===== config.mk =====
export PLATFORM = sky130hd
export DESIGN_NAME = recs_frame_div
export DESIGN_NICKNAME = d
export VERILOG_FILES = /design/src/recs_pkg.sv /design/src/recs_frame_div.sv
export SDC_FILE = /design/constraint.sdc
export NUM_CORES = 2
export LEC_CHECK = 0
export BUFFER_PORTS_ARGS = -buffer_cell sky130_fd_sc_hd__buf_2
export CAP_MARGIN = 20
export CORE_MARGIN = 4
export CORE_UTILIZATION = 55
export DETAILED_ROUTE_END_ITERATION = 8
export PLACE_DENSITY = 0.82
export SYNTH_ARGS = -nofsm -noshare
export SYNTH_HDL_FRONTEND = slang
export SYNTH_SLANG_ARGS = --single-unit

===== constraint.sdc =====
create_clock -name clk -period 9 [get_ports clk]
set_input_delay 1.35 -clock clk [delete_from_list [all_inputs] [get_ports clk]]
set_output_delay 1.35 -clock clk [all_outputs]
set_load 0.01 [all_outputs]

===== src/recs_pkg.sv =====
// Shared types, constants and helper functions for the raster edge/color statistics core.
// Used by every RTL file of the block; depends on nothing else.
package recs_pkg;

    localparam int MAX_WIDTH  = 4096;
    localparam int MAX_HEIGHT = 4096;

    localparam int CHAN_W     = 8;
    localparam int DIM_W      = 13;
    localparam int COL_W      = $clog2(MAX_WIDTH);
    localparam int ROW_W      = $clog2(MAX_HEIGHT);
    localparam int PCOUNT_W   = $clog2(MAX_WIDTH * MAX_HEIGHT + 1);
    localparam int SUM_W      = 32;
    localparam int EDGE_TOT_W = 35;
    localparam int DIFF_W     = CHAN_W + 2;
    localparam int PIX_EDGE_W = DIFF_W + 1;

    localparam int WEIGHT_W   = 16;
    localparam int PROD_W     = SUM_W + WEIGHT_W;
    localparam int LUM_W      = SUM_W + WEIGHT_W;
    localparam int LUM_FRAC   = 8;
    localparam int DENS_SHIFT = 7;
    localparam int DVD_W      = EDGE_TOT_W + DENS_SHIFT;
    localparam int DIV_CNT_W  = $clog2(DVD_W + 1);
    localparam int DENS_W     = 18;
    localparam int AVG_W      = 16;

    // Rec.709 luma weights in Q16, rounded to nearest; they add up to 65536.
    localparam logic [WEIGHT_W-1:0] WEIGHT_RED   = 16'd13933;
    localparam logic [WEIGHT_W-1:0] WEIGHT_GREEN = 16'd46871;
    localparam logic [WEIGHT_W-1:0] WEIGHT_BLUE  = 16'd4732;

    localparam logic [DIM_W-1:0] WIDTH_RESET  = 13'd640;
    localparam logic [DIM_W-1:0] HEIGHT_RESET = 13'd480;

    localparam int CFG_IDX_W = 1;

    typedef enum logic [CFG_IDX_W-1:0] {
        REG_IMAGE_WIDTH  = 1'b0,
        REG_IMAGE_HEIGHT = 1'b1
    } cfg_reg_t;

    typedef struct packed {
        logic [CHAN_W-1:0] red;
        logic [CHAN_W-1:0] green;
        logic [CHAN_W-1:0] blue;
    } pixel_t;

    typedef struct packed {
        logic [DENS_W-1:0]     edge_density_q8;
        logic [AVG_W-1:0]      average_luminance_q8;
        logic [SUM_W-1:0]      red_total;
        logic [SUM_W-1:0]      green_total;
        logic [SUM_W-1:0]      blue_total;
        logic [EDGE_TOT_W-1:0] edge_total;
    } stats_t;

    // Frame totals handed from the pixel path to the divider at the end of a frame.
    typedef struct packed {
        logic                  valid;
        logic [SUM_W-1:0]      red_total;
        logic [SUM_W-1:0]      green_total;
        logic [SUM_W-1:0]      blue_total;
        logic [EDGE_TOT_W-1:0] edge_total;
        logic [PCOUNT_W-1:0]   pixel_count;
    } frame_sums_t;

    // Clamp a dimension register to 1..maxv.
    function automatic logic [DIM_W-1:0] sat_dim(input logic [DIM_W-1:0] v, input int maxv);
        logic [DIM_W-1:0] r;
        if (v == '0)
            r = DIM_W'(1);
        else if (int'(v) > maxv)
            r = DIM_W'(maxv);
        else
            r = v;
        return r;
    endfunction

    // Sum of the absolute per-channel differences of two pixels.
    function automatic logic [DIFF_W-1:0] pix_diff(input pixel_t a, input pixel_t b);
        logic [CHAN_W-1:0] dr;
        logic [CHAN_W-1:0] dg;
        logic [CHAN_W-1:0] db;
        dr = (a.red > b.red) ? a.red - b.red : b.red - a.red;
        dg = (a.green > b.green) ? a.green - b.green : b.green - a.green;
        db = (a.blue > b.blue) ? a.blue - b.blue : b.blue - a.blue;
        return DIFF_W'(dr) + DIFF_W'(dg) + DIFF_W'(db);
    endfunction

endpackage


===== src/recs_frame_div.sv =====
// End-of-frame unit: luminance weighting, two shift-subtract divisions and the result register.
// Depends on recs_pkg.
module recs_frame_div (
    input  logic                  clk,
    input  logic                  rst_n,
    input  recs_pkg::frame_sums_t sums,
    output logic                  busy,
    output logic                  out_valid,
    input  logic                  out_stall,
    output recs_pkg::stats_t      out_data
);

    typedef enum logic [4:0] {
        ST_IDLE     = 5'b00001,
        ST_MUL      = 5'b00010,
        ST_DIV_EDGE = 5'b00100,
        ST_DIV_LUM  = 5'b01000,
        ST_DONE     = 5'b10000
    } div_state_t;

    localparam logic [1:0] MUL_LAST = 2'd3;

    div_state_t state_reg;
    div_state_t state_next;
    logic [1:0] step_reg;
    logic [recs_pkg::DIV_CNT_W-1:0] cnt_reg;
    logic out_valid_reg;
    recs_pkg::stats_t out_data_reg;

    logic [recs_pkg::SUM_W-1:0]      red_reg;
    logic [recs_pkg::SUM_W-1:0]      green_reg;
    logic [recs_pkg::SUM_W-1:0]      blue_reg;
    logic [recs_pkg::EDGE_TOT_W-1:0] edge_reg;
    logic [recs_pkg::PCOUNT_W-1:0]   pcount_reg;
    logic [recs_pkg::PROD_W-1:0]     prod_reg;
    logic [recs_pkg::LUM_W-1:0]      lum_reg;
    logic [recs_pkg::DVD_W-1:0]      dvd_reg;
    logic [recs_pkg::PCOUNT_W-1:0]   rem_reg;
    logic [recs_pkg::DENS_W-1:0]     dens_reg;
    logic [recs_pkg::AVG_W-1:0]      avg_reg;

    logic [recs_pkg::SUM_W-1:0]      mul_src;
    logic [recs_pkg::WEIGHT_W-1:0]   mul_weight;
    logic [recs_pkg::PCOUNT_W:0]     trial;
    logic                            take;
    logic [recs_pkg::PCOUNT_W-1:0]   rem_step;
    logic [recs_pkg::DVD_W-1:0]      dvd_step;
    logic                            div_last;
    logic                            out_load;

    always_comb
    begin
        unique case (step_reg)
            2'd0:
            begin
                mul_src    = red_reg;
                mul_weight = recs_pkg::WEIGHT_RED;
            end
            2'd1:
            begin
                mul_src    = green_reg;
                mul_weight = recs_pkg::WEIGHT_GREEN;
            end
            default:
            begin
                mul_src    = blue_reg;
                mul_weight = recs_pkg::WEIGHT_BLUE;
            end
        endcase
    end

    // One restoring division step: one quotient bit per cycle.
    assign trial    = {rem_reg, dvd_reg[recs_pkg::DVD_W-1]};
    assign take     = trial >= {1'b0, pcount_reg};
    assign rem_step = take ? recs_pkg::PCOUNT_W'(trial - {1'b0, pcount_reg})
                           : recs_pkg::PCOUNT_W'(trial);
    assign dvd_step = {dvd_reg[recs_pkg::DVD_W-2:0], take};
    assign div_last = (cnt_reg == recs_pkg::DIV_CNT_W'(1));
    assign out_load = (state_reg == ST_DONE) && (!out_valid_reg || !out_stall);

    always_comb
    begin
        state_next = state_reg;
        unique case (state_reg)
            ST_IDLE:
            begin
                if (sums.valid)
                    state_next = ST_MUL;
            end
            ST_MUL:
            begin
                if (step_reg == MUL_LAST)
                    state_next = ST_DIV_EDGE;
            end
            ST_DIV_EDGE:
            begin
                if (div_last)
                    state_next = ST_DIV_LUM;
            end
            ST_DIV_LUM:
            begin
                if (div_last)
                    state_next = ST_DONE;
            end
            ST_DONE:
            begin
                if (out_load)
                    state_next = ST_IDLE;
            end
            default:
            begin
                state_next = ST_IDLE;
            end
        endcase
    end

    always_ff @(posedge clk or negedge rst_n)
    begin
        if (!rst_n)
        begin
            state_reg     <= ST_IDLE;
            step_reg      <= '0;
            cnt_reg       <= '0;
            out_valid_reg <= 1'b0;
        end
        else
        begin
            state_reg <= state_next;
            if (state_reg == ST_MUL)
                step_reg <= step_reg + 2'd1;
            else
                step_reg <= '0;
            if ((state_reg == ST_MUL) || (state_reg == ST_DIV_EDGE && div_last))
                cnt_reg <= recs_pkg::DIV_CNT_W'(recs_pkg::DVD_W);
            else if (state_reg == ST_DIV_EDGE || state_reg == ST_DIV_LUM)
                cnt_reg <= cnt_reg - recs_pkg::DIV_CNT_W'(1);
            if (out_load)
                out_valid_reg <= 1'b1;
            else if (!out_stall)
                out_valid_reg <= 1'b0;
        end
    end

    always_ff @(posedge clk)
    begin
        if (state_reg == ST_IDLE && sums.valid)
        begin
            red_reg    <= sums.red_total;
            green_reg  <= sums.green_total;
            blue_reg   <= sums.blue_total;
            edge_reg   <= sums.edge_total;
            pcount_reg <= sums.pixel_count;
            lum_reg    <= '0;
        end
        if (state_reg == ST_MUL)
        begin
            prod_reg <= mul_src * mul_weight;
            if (step_reg != 2'd0)
                lum_reg <= lum_reg + prod_reg;
            if (step_reg == MUL_LAST)
            begin
                // Density is edge*256 / (2*P), taken as edge*128 / P.
                dvd_reg <= {edge_reg, {recs_pkg::DENS_SHIFT{1'b0}}};
                rem_reg <= '0;
            end
        end
        if (state_reg == ST_DIV_EDGE)
        begin
            if (div_last)
            begin
                dens_reg <= dvd_step[recs_pkg::DENS_W-1:0];
                dvd_reg  <= recs_pkg::DVD_W'(lum_reg[recs_pkg::LUM_W-1:recs_pkg::LUM_FRAC]);
                rem_reg  <= '0;
            end
            else
            begin
                dvd_reg <= dvd_step;
                rem_reg <= rem_step;
            end
        end
        if (state_reg == ST_DIV_LUM)
        begin
            dvd_reg <= dvd_step;
            rem_reg <= rem_step;
            if (div_last)
                avg_reg <= dvd_step[recs_pkg::AVG_W-1:0];
        end
        if (out_load)
        begin
            out_data_reg <= '{
                edge_density_q8:      dens_reg,
                average_luminance_q8: avg_reg,
                red_total:            red_reg,
                green_total:          green_reg,
                blue_total:           blue_reg,
                edge_total:           edge_reg
            };
        end
    end

    assign busy      = (state_reg != ST_IDLE);
    assign out_valid = out_valid_reg;
    assign out_data  = out_data_reg;

endmodule


==> impl_metrics.py <==
metrics = {
    "cts": {
        "cts.sinks": 532,
        "cts_tree": "yes",
        "clkLatencyLatePin_ps": 630,
        "root_buffer": "clkbuf_16",
        "cts_made_buffers": 54,
        "holdBufCountCts": 0,
        "cts_setup_buffers": 0,
        "h-tree-depth": 2,
        "clk_pin_slew_worst_paths_ps": 60,
        "clock_path_buffers": 3,
        "cts_resized": 0,
    },
    "setup_path": {
        "critPathKind": "flip-flop to flip-flop",
        "crit_fanout": 15,
        "reg2reg_to": "prod_reg[42]$_DFFE_PN_",
        "cp-start-kind": "flip-flop",
        "worstPathRequired_ps": 9340,
        "crit_top_cell": "inv_1",
        "r2r-start": "step_reg[0]$_DFF_PN0_",
        "crit_arrival_ps": 8860,
        "slowest_stage": "fa_1",
        "reg2reg_slack_ps": 480,
        "reg2reg_depth": 30,
        "endpoint_kind": "flip-flop",
        "crit_path_max_incr_delay_ps": 530,
    },
    "timing": {
        "finClkSkew_ps": 25.2,
        "tns_ps": 0,
        "finalMaxSlewViolations": 0,
        "max_slew_margin": 0.338,
        "clock.fmax_ghz": 0.117,
        "min_period_ps": 8520,
        "period_share": 0.947,
        "hold_viol": 0,
        "grt_setup_unrepaired": "no",
        "tightest_slew_ps": 991,
        "finalSetupViolations": 0,
    },
    "hold_path": {
        "hp-start": "avg_reg[15]$_DFFE_PP_",
        "hp-class": "flip-flop to flip-flop",
        "holdPathStages": 0,
        "min_to": "out_data[146]$_DFFE_PP_",
    },
    "global_routing": {
        "grt_usage": 0.243,
        "grt_pass1_wl_mm": 131,
        "antenna_found_initial": 2,
        "grt_max_degree": 72,
        "grt.overflow.total": 0,
        "grt_pass1_vias": 24111,
    },
    "synthesis": {
        "netlist_area_um2": 35300,
        "synth_top_cell_by_area": "edfxtp_1",
        "ys_seq_elements": 532,
        "yosys-top-cells-area": "edfxtp_1 (40%), fa_1 (16%), ha_1 (11%)",
        "ys.flop_type": "edfxtp_1",
        "avgSynthCellArea_um2": 11.5,
        "netlist.area_leader.share": 0.400,
        "synthArstFlopShare": 0.0263,
        "ys_warn_count": 0,
        "syn_nets": 3814,
        "syn_inst": 3069,
        "seq_area_frac_synth": 0.437,
        "synth.distinct_cells": 83,
        "synth_edf_count": 470,
    },
    "finish": {
        "syn_to_final_growth_pct": 12.6,
        "multiInputGateArea_um2": 17600,
        "n_fill_cell": 4949,
        "largest_reg_flops": 165,
        "nets": 4143,
        "seqCellArea_um2": 15400,
        "post_route_cells_drive_above_1_share": 0.140,
    },
    "flow_run": {
        "maxCapViolCount": 0,
    },
    "floorplanning": {
        "pin_count": 327,
        "fp.dieH_um": 261,
        "die_w_um": 261,
        "initial_core_util": 0.557,
        "core_area_um2": 63300,
        "dieArea_um2": 68200,
        "rows": 92,
    },
    "drt": {
        "via_per_inst": 5.52,
        "via_count": 23683,
        "ant_nets": 0,
        "drt_iter0_drc": 1957,
        "drt-total-wl_mm": 82.5,
        "dr.pass1.iters": 8,
        "wl_per_cell_um": 19.2,
        "drc": 0,
    },
    "run_status": {
        "status": "finished clean",
    },
    "placement": {
        "dp_hpwl_mm": 64.8,
        "io_buffers": 326,
        "gp_congestion": 1.01,
    },
}
## stage by stage
step | hold slack [ps] | area, µm² | cells | util | setup WS, ps
floorplan | 400 | 35300 | 3069 | - | 1390
global placement | 402 | 37900 | 4187 | 0.599 | 863
detailed placement | 405 | 37900 | 4187 | 0.599 | 574
CTS | 416 | 39700 | 4288 | 0.627 | 545
global route | 429 | 39700 | 4291 | 0.627 | 70.9
finish | 416 | 39700 | 4291 | 0.627 | 480
## worst max-delay path by stage
stage / startpoint / end / slack (ps) / cells after the start
2_1_floorplan: step_reg[0]$_DFF_PN0_ / prod_reg[42]$_DFFE_PN_ / 1390 / 32
6_report: step_reg[0]$_DFF_PN0_ / prod_reg[42]$_DFFE_PN_ / 480 / 30
5_1_grt: step_reg[0]$_DFF_PN0_ / prod_reg[42]$_DFFE_PN_ / 70 / 30
4_1_cts: step_reg[0]$_DFF_PN0_ / prod_reg[42]$_DFFE_PN_ / 550 / 30
3_3_place_gp: step_reg[0]$_DFF_PN0_ / prod_reg[42]$_DFFE_PN_ / 860 / 30
3_5_place_dp: step_reg[0]$_DFF_PN0_ / prod_reg[42]$_DFFE_PN_ / 570 / 30
## area by class of cell
| cell class | instances | share of cell area |
|---|---|---|
| Multi-Input combinational cell | 1929 | 0.444 |
| Sequential cell | 532 | 0.388 |
| Inverter | 521 | 0.0492 |
| Timing Repair Buffer | 360 | 0.0481 |
| Clock buffer | 67 | 0.0353 |
| Tap cell | 846 | 0.0267 |
| Clock inverter | 34 | 0.00857 |
| Antenna cell | 2 | 0.000126 |
## Yosys cell counts (21+ instances only)
| cell type | n |
|---|---|
| o21ai_0 | 107 |
| nor2_1 | 205 |
| inv_1 | 519 |
| nor2b_1 | 27 |
| ha_1 | 298 |
| clkbuf_1 | 79 |
| a222oi_1 | 33 |
| xnor2_1 | 86 |
| nand3_1 | 25 |
| o21ai_1 | 21 |
| fa_1 | 287 |
| a21o_1 | 57 |
| dfxtp_1 | 48 |
| nand2b_1 | 24 |
| a21oi_1 | 177 |
| and2_1 | 23 |
| nand4_1 | 23 |
| a22o_1 | 27 |
| nand2_1 | 175 |
| edfxtp_1 | 470 |
| xor2_1 | 56 |
## kinds of logic (layout without fill, tap and decap cells)
group,Yosys count,after routing,synth area share
buffers and inverters,608,982,0.0648
AOI/OAI and AO/OA,591,591,0.110
and+or+nand+nor,587,587,0.0765
adders and majority gates,585,585,0.269
DFF,532,532,0.437
xor gates and xnor gates,142,142,0.0353
muxes,24,24,0.00695
other,0,2,0
## layout by cell type (no fill, tap or decap), types with 56 or more instances in the layout
cell type,n
edfxtp_1,470
a21oi_1,174
a21o_1,57
nand2_1,174
xnor2_1,86
o21ai_0,106
xor2_1,56
fa_1,287
ha_1,297
nor2_1,201
buf_2,326
inv_1,518
## layer usage
layer  vias up  part of all wire  routed length [µm]  track usage
li1      11229                 -                   -            -
met3       152             0.078                6430       0.0454
met4         0             0.031                2560       0.0727
met2       961              0.46               38300        0.391
met1     11341              0.43               35300        0.339
met5         -                 0                   0            0
## critical path: cells and delay by family, from the launching register on
family                   cells  cell delay (ps)
AO/OA/AOI/OAI                8             2260
XOR/XNOR                     1              100
adder cells (fa/ha/maj)      8             3490
buffers and inverters        8              700
flip-flops                   1              430
AND/OR/NAND/NOR              5             1270
Power is not shown: default switching activity piles up to over one toggle a cycle in this logic, so the estimate is an artifact.
